### config.mk
export PLATFORM = sky130hd
export DESIGN_NAME = psd_ctrl
export DESIGN_NICKNAME = d
export VERILOG_FILES = /design/src/per_source_packet_deframer_top_assert.svh /design/src/psd_pkg.sv /design/src/psd_ctrl.sv
export SDC_FILE = /design/constraint.sdc
export NUM_CORES = 1
export LEC_CHECK = 0
export BUFFER_PORTS_ARGS = -buffer_cell sky130_fd_sc_hd__buf_2
export CAP_MARGIN = 20
export CORE_ASPECT_RATIO = 0.9
export CORE_MARGIN = 2
export CORE_UTILIZATION = 43
export DETAILED_ROUTE_END_ITERATION = 10
export PLACE_DENSITY = 0.84
export SLEW_MARGIN = 20
export SYNTH_ARGS = -nofsm -noshare
export SYNTH_HDL_FRONTEND = slang
export SYNTH_SLANG_ARGS = --single-unit
export TNS_END_PERCENT = 50
### constraint.sdc
create_clock -name clk_i -period 1.7 [get_ports clk_i]
set_input_delay 0.17 -clock clk_i [delete_from_list [all_inputs] [get_ports clk_i]]
set_output_delay 0.17 -clock clk_i [all_outputs]
set_load 0.05 [all_outputs]
### src/per_source_packet_deframer_top_assert.svh
// ----------------------------------------------------------------------------
// Assertion macros for the per-source packet deframer
// Implication checks, clocked on clk_i and disabled during reset.
// ----------------------------------------------------------------------------
`ifndef PER_SOURCE_PACKET_DEFRAMER_TOP_ASSERT_SVH
`define PER_SOURCE_PACKET_DEFRAMER_TOP_ASSERT_SVH

// same-cycle implication
`define PSD_ASSERT_IMP(lbl, ante, cons) \
  lbl: assert property (@(posedge clk_i) disable iff (!rst_ni) (ante) |-> (cons)) \
    else $error("deframer assertion failed");

// next-cycle implication
`define PSD_ASSERT_NXT(lbl, ante, cons) \
  lbl: assert property (@(posedge clk_i) disable iff (!rst_ni) (ante) |=> (cons)) \
    else $error("deframer assertion failed");

`endif

### src/psd_pkg.sv
// ----------------------------------------------------------------------------
// psd_pkg
// Shared constants, codes and controller/datapath interface types.
// ----------------------------------------------------------------------------
package psd_pkg;

  localparam int NumSourcesDef  = 16;
  localparam int BufferDepthDef = 128;
  localparam int MaxResults     = 64;
  localparam int NresW          = $clog2(MaxResults + 1);

  localparam logic [7:0] HeaderFirstRst  = 8'h31;
  localparam logic [7:0] HeaderSecondRst = 8'h6B;
  localparam logic [6:0] LengthLimitRst  = 7'h21;

  localparam logic [1:0] CfgHeaderFirst  = 2'd0;
  localparam logic [1:0] CfgHeaderSecond = 2'd1;
  localparam logic [1:0] CfgLengthLimit  = 2'd2;

  localparam logic [2:0] StData     = 3'd0;
  localparam logic [2:0] StChecksum = 3'd1;
  localparam logic [2:0] StLength   = 3'd2;
  localparam logic [2:0] StEmpty    = 3'd3;
  localparam logic [2:0] StOverflow = 3'd4;

  typedef enum logic [3:0] {
    S_IDLE, S_APPEND, S_HUNT_INIT, S_HUNT_RD, S_HUNT_CMP, S_LEN_CHK, S_LEN_GET,
    S_LEN_EVAL, S_SUM_RD, S_SUM_ACC, S_EMPTY, S_EMIT_RD, S_EMIT_WR
  } state_e;

  typedef enum logic [1:0] {RD_K, RD_LEN, RD_PAY} rd_sel_e;

  typedef enum logic [2:0] {DROP_KM1, DROP_ALL, DROP_2, DROP_3, DROP_PKT} drop_sel_e;

  typedef struct packed {
    logic      ld_item;
    logic      append;
    logic      rd_en;
    rd_sel_e   rd_sel;
    logic      k_clr;
    logic      k_inc;
    logic      prev_ld;
    logic      drop_en;
    drop_sel_e drop_sel;
    logic      len_ld;
    logic      sum_clr;
    logic      sum_acc;
    logic      i_clr;
    logic      i_inc;
    logic      emit;
    logic [2:0] emit_st;
    logic      nres_clr;
  } cmd_t;

  typedef struct packed {
    logic src_bad;
    logic full;
    logic cnt_zero;
    logic k_end;
    logic k_pos;
    logic pair_hit;
    logic prev_hf;
    logic cnt_lt3;
    logic len_bad;
    logic len_short;
    logic len_zero;
    logic i_end;
    logic i_last;
    logic sum_ok;
    logic budget_one;
    logic budget_pkt;
    logic out_free;
  } sts_t;

endpackage

### src/psd_ctrl.sv
// ----------------------------------------------------------------------------
// psd_ctrl
// Sequencer: append, header hunt, length check, checksum walk, payload emit.
// ----------------------------------------------------------------------------
module psd_ctrl
  import psd_pkg::*;
(
  input  logic clk_i,
  input  logic rst_ni,
  input  logic in_valid_i,
  output logic in_stall_o,
  input  sts_t sts_i,
  output cmd_t cmd_o
);

  state_e state_q, state_d;

  always_ff @(posedge clk_i or negedge rst_ni) begin
    if (!rst_ni) begin
      state_q <= S_IDLE;
    end else begin
      state_q <= state_d;
    end
  end

  always_comb begin
    state_d = state_q;
    cmd_o   = '0;
    cmd_o.rd_sel   = RD_K;
    cmd_o.drop_sel = DROP_ALL;
    cmd_o.emit_st  = StData;
    case (state_q)
      S_IDLE: begin
        if (in_valid_i) begin
          cmd_o.ld_item  = 1'b1;
          cmd_o.nres_clr = 1'b1;
          state_d        = S_APPEND;
        end
      end
      S_APPEND: begin
        if (sts_i.src_bad) begin
          state_d = S_IDLE;
        end else if (!sts_i.full) begin
          cmd_o.append = 1'b1;
          state_d      = S_HUNT_INIT;
        end else if (sts_i.out_free) begin
          cmd_o.emit    = 1'b1;
          cmd_o.emit_st = StOverflow;
          state_d       = S_HUNT_INIT;
        end
      end
      S_HUNT_INIT: begin
        cmd_o.k_clr = 1'b1;
        state_d     = S_HUNT_RD;
      end
      S_HUNT_RD: begin
        if (sts_i.k_end) begin
          cmd_o.drop_en  = 1'b1;
          cmd_o.drop_sel = (!sts_i.cnt_zero && sts_i.prev_hf) ? DROP_KM1 : DROP_ALL;
          state_d        = S_LEN_CHK;
        end else begin
          cmd_o.rd_en  = 1'b1;
          cmd_o.rd_sel = RD_K;
          state_d      = S_HUNT_CMP;
        end
      end
      S_HUNT_CMP: begin
        if (sts_i.k_pos && sts_i.pair_hit) begin
          cmd_o.drop_en  = 1'b1;
          cmd_o.drop_sel = DROP_KM1;
          state_d        = S_LEN_CHK;
        end else begin
          cmd_o.prev_ld = 1'b1;
          cmd_o.k_inc   = 1'b1;
          state_d       = S_HUNT_RD;
        end
      end
      S_LEN_CHK: begin
        if (sts_i.cnt_lt3) begin
          state_d = S_IDLE;
        end else begin
          cmd_o.rd_en  = 1'b1;
          cmd_o.rd_sel = RD_LEN;
          state_d      = S_LEN_GET;
        end
      end
      S_LEN_GET: begin
        cmd_o.len_ld = 1'b1;
        state_d      = S_LEN_EVAL;
      end
      S_LEN_EVAL: begin
        if (sts_i.len_bad) begin
          if (sts_i.budget_one) begin
            state_d = S_IDLE;
          end else if (sts_i.out_free) begin
            cmd_o.emit     = 1'b1;
            cmd_o.emit_st  = StLength;
            cmd_o.drop_en  = 1'b1;
            cmd_o.drop_sel = DROP_2;
            state_d        = S_HUNT_INIT;
          end
        end else if (sts_i.len_short) begin
          state_d = S_IDLE;
        end else begin
          cmd_o.sum_clr = 1'b1;
          cmd_o.i_clr   = 1'b1;
          state_d       = S_SUM_RD;
        end
      end
      S_SUM_RD: begin
        cmd_o.rd_en  = 1'b1;
        cmd_o.rd_sel = RD_PAY;
        state_d      = S_SUM_ACC;
      end
      S_SUM_ACC: begin
        if (!sts_i.i_end) begin
          cmd_o.sum_acc = 1'b1;
          cmd_o.i_inc   = 1'b1;
          state_d       = S_SUM_RD;
        end else if (sts_i.sum_ok) begin
          if (sts_i.budget_pkt) begin
            state_d = S_IDLE;
          end else begin
            cmd_o.i_clr = 1'b1;
            state_d     = sts_i.len_zero ? S_EMPTY : S_EMIT_RD;
          end
        end else if (sts_i.budget_one) begin
          state_d = S_IDLE;
        end else if (sts_i.out_free) begin
          cmd_o.emit     = 1'b1;
          cmd_o.emit_st  = StChecksum;
          cmd_o.drop_en  = 1'b1;
          cmd_o.drop_sel = DROP_3;
          state_d        = S_HUNT_INIT;
        end
      end
      S_EMPTY: begin
        if (sts_i.out_free) begin
          cmd_o.emit     = 1'b1;
          cmd_o.emit_st  = StEmpty;
          cmd_o.drop_en  = 1'b1;
          cmd_o.drop_sel = DROP_PKT;
          state_d        = S_HUNT_INIT;
        end
      end
      S_EMIT_RD: begin
        cmd_o.rd_en  = 1'b1;
        cmd_o.rd_sel = RD_PAY;
        state_d      = S_EMIT_WR;
      end
      S_EMIT_WR: begin
        if (sts_i.out_free) begin
          cmd_o.emit    = 1'b1;
          cmd_o.emit_st = StData;
          if (sts_i.i_last) begin
            cmd_o.drop_en  = 1'b1;
            cmd_o.drop_sel = DROP_PKT;
            state_d        = S_HUNT_INIT;
          end else begin
            cmd_o.i_inc = 1'b1;
            state_d     = S_EMIT_RD;
          end
        end
      end
      default: begin
        state_d = S_IDLE;
      end
    endcase
  end

  assign in_stall_o = (state_q != S_IDLE);

endmodule

==> flow_summary.ini, run 1 <==
[finish]
seq_area_um2 = 105
multi_input_area_um2 = 744
top_register = state_q
insertedDiodeCount = 0
drive_above_1_share = 0.610
area_growth_pct = 101
fin_nets = 204
largest_reg_flops = 4
fillers = 78
largestRegisters = state_q: 4 flops

[synthesis]
ys_seq_area_frac = 0.134
postSynthRegisterBits = 4
yosysMostFrequentCell = nor2_1
synth_top_area_frac = 0.134
syn-instance-count = 113
avgSynthCellArea_um2 = 6.61
synth_ff_type = dfrtp_1
ys_types = 40
synth_edf_count = 0
synth_top_area_cell = dfrtp_1
async_flop_share = 1.00
netlist_top_cells_count = nor2_1 (13), o21ai_0 (12), nand2_1 (10)
synthesis.area_um2 = 747
synth_nets = 133
ys_warn_count = 0
ys_top_cells_by_area = dfrtp_1 (13%), o21ai_0 (8.0%), nor2_1 (6.5%)

[setup_path]
setup.worst_path.class = register to output pin
worstPathMaxFanout = 5
worstPathRequired_ns = 1.53
worstSetupStartpointType = register
cpPeakStageDelay_ns = 0.45
critical_path.cell_chain = nand4b_1, o22ai_2, nand2_2, o211ai_1, buf_4
end_kind = output pin
slowest_stage = dfrtp_2
cp.arrival_ns = 1.75

[die]
start_util = 0.454
core_um2 = 1650
die_w_um = 47.9
die_h_um = 43.5
std_cell_rows = 14
dieArea_um2 = 2090
io_pins = 43

[timing]
clock_skew_ns = 0.0118
fin_hold_ws_ns = 0.283
fin_crit_sh = 1.13
rsz0062_at_grt = yes
max_slew_margin = 0.683
report.final.setup_viol = 24
worst_slew_pin_slew_ns = 0.469
slew_violations = 0
final-hold-violation-count = 0
fmax_mhz = 522
fin_ws_ns = -0.217
finalCriticalPeriod_ns = 1.92

[routing]
drt.antenna.violating_nets = 0
drt_pass1_iterations = 5
viasPerCell = 6.86
drt_iter0_drc = 113
routed-via-count = 1414
totalWireLength_mm = 4.75
remaining_drc_errors = 0
wl_per_cell_um = 23.1

[clocking]
clkLatencyLatePin_ns = 0.25
htreeDepth = 1
cts_tree = yes
clk_pin_slew_ns = 0.05
numClockSinks = 4
clock_tree.root_cell = clkbuf_4
clk_path_buf_depth = 2
cts_buffers = 3

[run_status]
run_status = finished, violations left
violations = setup timing

[grt]
gr-total-overflow = 0
grt_usage = 0.325
grt_max_degree = 14
grt_pass1_vias = 1084
antenna_found_initial = 0
grt_pass1_wl_mm = 4.86

[min_path]
worstHoldPathType = input port to async pin

[power_and_ir_drop]
p_leak_nw = 0.697
ir_worst_vdd_mv = 1.45
p_per_area_nw_per_um2 = 1330

[place]
dp.final_hpwl_mm = 2.32
port-buffer-count = 42
pre_cts_slack_ns = -0.0246
gp_congestion = 0.952

[run]
maxCapViolCount = 0
==> routing by layer <==
layer / routed length [um] / part of all wire / GRT usage / vias up
li1: - / - / - / 553
met1: 1570 / 0.33 / 0.367 / 628
met2: 2120 / 0.45 / 0.576 / 170
met3: 600 / 0.13 / 0.0583 / 63
met4: 463 / 0.097 / 0.135 / 0
met5: 0 / 0 / 0 / -
==> path summary, 6_finish.rpt <==
kind                            start    endpoint  slack [ns]  cells after the start
setup / recovery           state_q[3]   cmd_o[13]       -0.22                      5
hold / removal                 rst_ni  state_q[3]        0.28                      2
setup reg to reg           state_q[3]  state_q[3]       -0.14                      5
hold reg to reg            state_q[2]  state_q[3]        0.84                      3
max in group asynchronous      rst_ni  state_q[1]        1.26                      2
min in group clk_i           sts_i[6]  state_q[0]        0.34                      3
==> critical path: cells and delay by family, from the launching register on <==
kind / cells / cell delay [ns]
buffers and inverters: 1 / 0.23
and+or+nand+nor: 2 / 0.40
DFF: 1 / 0.45
AOI/OAI and AO/OA: 2 / 0.42
==> logic make-up (layout without fill, tap and decap cells) <==
group	count (synthesis)	after routing	synth area share
AO/OA/AOI/OAI	37	37	0.325
AND/OR/NAND/NOR	59	59	0.444
buffers and inverters	13	82	0.0971
flip-flops	4	4	0.134
==> cells in the final DEF (no fill, tap or decap), types with 3 or more instances in the layout <==
master and instances:
buf_4 33, buf_2 21, buf_6 14, nor2_1 9
nand2b_1 7, nand2_1 7, clkbuf_4 7, o21ai_1 6
o21ai_0 6, nor2b_1 4, dfrtp_2 4, and4b_1 3
nand2_2 3, a21o_1 3
==> report_power, final <==
| group | switching, W | internal (W) | leakage [nW] |
|---|---|---|---|
| Combinational | 0.000993 | 0.000648 | 0.637 |
| Clock | 0.0000491 | 0.0000797 | 0.0138 |
| Sequential | 0.0000796 | 0.000135 | 0.0461 |
| Total | 0.00112 | 0.000863 | 0.697 |
==> cell type report <==
class                   instances  area share
multi-input cells              96       0.497
repair buffers                 75       0.388
flip-flops and latches          4      0.0702
well taps                      24      0.0201
clock buffers                   3      0.0150
inverters                       4      0.0100
==> stage by stage <==
stage               instance area, um^2  utilization  total power [W]  std cells  TNS [ns]
floorplan                           790            -         0.000979        113     -1.30
global placement                   1140        0.695          0.00135        193         0
detailed placement                 1140        0.695          0.00136        193   -0.0246
CTS                                1290        0.782          0.00159        199    -0.627
global route                       1500        0.910          0.00204        206     -3.37
finish                             1500        0.910          0.00198        206     -2.55
==> what timing repair did <==
action | in CTS | in global routing
gates resized for setup | 33 | 52
endpoints found under the hold margin | 4 | 0
pin swaps | 3 | 6
buffers inserted | 3 | 7
hold buffers | 1 | 0
setup endpoints to repair | 16 | 21
Note: power is estimated with default switching activity, not from simulation.
==> inputs of run 2 (changes only) <==
Settings changed: CELL_PAD_IN_SITES_DETAIL_PLACEMENT set to 1, CELL_PAD_IN_SITES_GLOBAL_PLACEMENT set to 1, CORE_UTILIZATION 43 to 28, PLACE_DENSITY 0.84 to 0.83.
==> flow_summary.ini, run 2 (synthesis results as in run 1) <==
[run_status]
run_status = finished, violations left
violations = setup timing

[finish]
multi_input_area_um2 = 767
final_common_cell = buf_4
instances_no_fill = 222
fin_nets = 216
largest_reg_flops = 4
largestRegisters = state_q: 4 flops
top_register = state_q
final_cell_mix = buf_4 (38), buf_2 (22), buf_6 (20)
seq_area_um2 = 104
drive_above_1_share = 0.639
fillers = 300
area_growth_pct = 124
insertedDiodeCount = 0

[timing]
slew_violations = 0
fin_crit_sh = 1.15
finalCriticalPeriod_ns = 1.95
fin_ws_ns = -0.249
report.final.setup_viol = 20
max_slew_margin = 0.684
worst_slew_pin_slew_ns = 0.471
final-hold-violation-count = 0
clock_skew_ns = 0.00237
rsz0062_at_grt = yes
fmax_mhz = 513

[routing]
remaining_drc_errors = 0
drt_pass1_iterations = 5
drt_iter0_drc = 59
viasPerCell = 5.83
drt.antenna.violating_nets = 0
totalWireLength_mm = 4.95
routed-via-count = 1295
wl_per_cell_um = 22.3

[power_and_ir_drop]
combPwrFrac = 0.841
switching_share = 0.518
p_seq_frac = 0.097
ir_worst_vdd_mv = 1.24
p_leak_nw = 0.787
total_power_w = 0.00221
p_clk_frac = 0.062
p_int_w = 0.00106
p_per_area_nw_per_um2 = 1320
switchingPower_w = 0.00115

[clocking]
cts_tree = yes
clock_tree.root_cell = clkbuf_4
clk_pin_slew_ns = 0.04
htreeDepth = 1
clkLatencyLatePin_ns = 0.26
numClockSinks = 4
cts_buffers = 3
clk_path_buf_depth = 2

[setup_path]
slowest_stage = dfrtp_2
cp.buffers_inverters = 2
worstPathMaxFanout = 6
r2r-end = state_q[3]
reg2reg_depth = 6
setup.worst_path.class = register to output pin
worstPathRequired_ns = 1.53
worstSetupStartpointType = register
path_delay_family = flip-flops
cp.arrival_ns = 1.78
r2r-start = state_q[0]
crit_start = state_q[1]
crit_cells = 6
endpoint = cmd_o[13]
critical_path.cell_chain = buf_6, nand4b_1, o22ai_2, nand2_2, o211ai_1, buf_4
r2r_setup_slack_ns = -0.15
end_kind = output pin
cpPeakStageDelay_ns = 0.42

[grt]
grt_pass1_vias = 1260
gr-total-overflow = 0
grt_usage = 0.293
antenna_found_initial = 0
grt_pass1_wl_mm = 6.58
grt_max_degree = 15

[die]
die_w_um = 58.4
dieArea_um2 = 3100
core_um2 = 2490
io_pins = 43
std_cell_rows = 17
start_util = 0.300
die_h_um = 53

[run]
maxCapViolCount = 0

[place]
gp_congestion = 0.851
dp.cells = 197
dp.final_hpwl_mm = 2.63
port-buffer-count = 42

[min_path]
worstHoldPathType = input port to async pin
-- run 2: cell count changes in the layout (fill, tap and decap cells not counted), sizes merged --
cell	change
buf	+16
clkbuf	-4
-- run 2: timing repair --
| action | 4_1_cts | 5_1_grt |
|---|---|---|
| hold buffers | 1 | 0 |
| pin swaps | 11 | 8 |
| setup buffers | 11 | 10 |
| endpoints found under the hold margin | 4 | 0 |
| resized for setup | 59 | 39 |
| endpoints found under the setup margin | 21 | 26 |
-- run 2: worst min path at each step --
stage | from | end | slack [ns] | depth (start not counted)
after global placement | rst_ni | state_q[3] | -0.02 | 1
after floorplan | rst_ni | state_q[0] | -0.13 | 0
after detailed placement | rst_ni | state_q[3] | -0.02 | 1
final | rst_ni | state_q[2] | 0.30 | 2
after global routing | rst_ni | state_q[3] | 0.30 | 2
after CTS | rst_ni | state_q[2] | 0.26 | 2
-- run 2: worst register-to-register path, cell delays in order, from the launching register on --
cell	delay, ns
dfrtp_2	0.48
and2b_2	0.25
buf_4	0.15
a211oi_1	0.43
a2111oi_4	0.11
buf_4	0.18
o21ai_0	0.17
-- run 2: final cells by class --
class / count / share of cell area
multi-input cells: 96 / 0.458
repair buffers: 87 / 0.436
flip-flops and latches: 4 / 0.0620
well taps: 28 / 0.0209
clock buffers: 3 / 0.0135
inverters: 4 / 0.00897
-- run 2: power groups by stage --
stage,Clock [W],Combinational (W),Sequential (W)
after global routing,0.000136,0.00194,0.000217
after global placement,0,0.00115,0.000183
final,0.000138,0.00186,0.000214
after floorplan,0,0.000824,0.000155
after detailed placement,0,0.00118,0.000192
after CTS,0.000132,0.00154,0.000205
-- run 2: per-stage QoR --
step,hold WS [ns],area [um^2],worst slack (ns),setup TNS (ns),util
floorplan,-0.126,790,-0.240,-1.30,-
global placement,-0.0230,1160,0.0127,0,0.467
detailed placement,-0.0204,1160,-0.0905,-0.313,0.467
CTS,0.256,1470,-0.168,-1.03,0.592
global route,0.296,1670,-0.317,-3.31,0.673
finish,0.296,1670,-0.249,-2.57,0.673
-- run 2: routing by layer --
layer / part of all wire / wire (um) / vias to the layer above / track usage
met5: 0 / 0 / - / 0
met4: 0.046 / 227 / 0 / 0.136
met2: 0.51 / 2530 / 80 / 0.528
met1: 0.39 / 1920 / 615 / 0.338
met3: 0.056 / 278 / 25 / 0.0465
li1: - / - / 575 / -
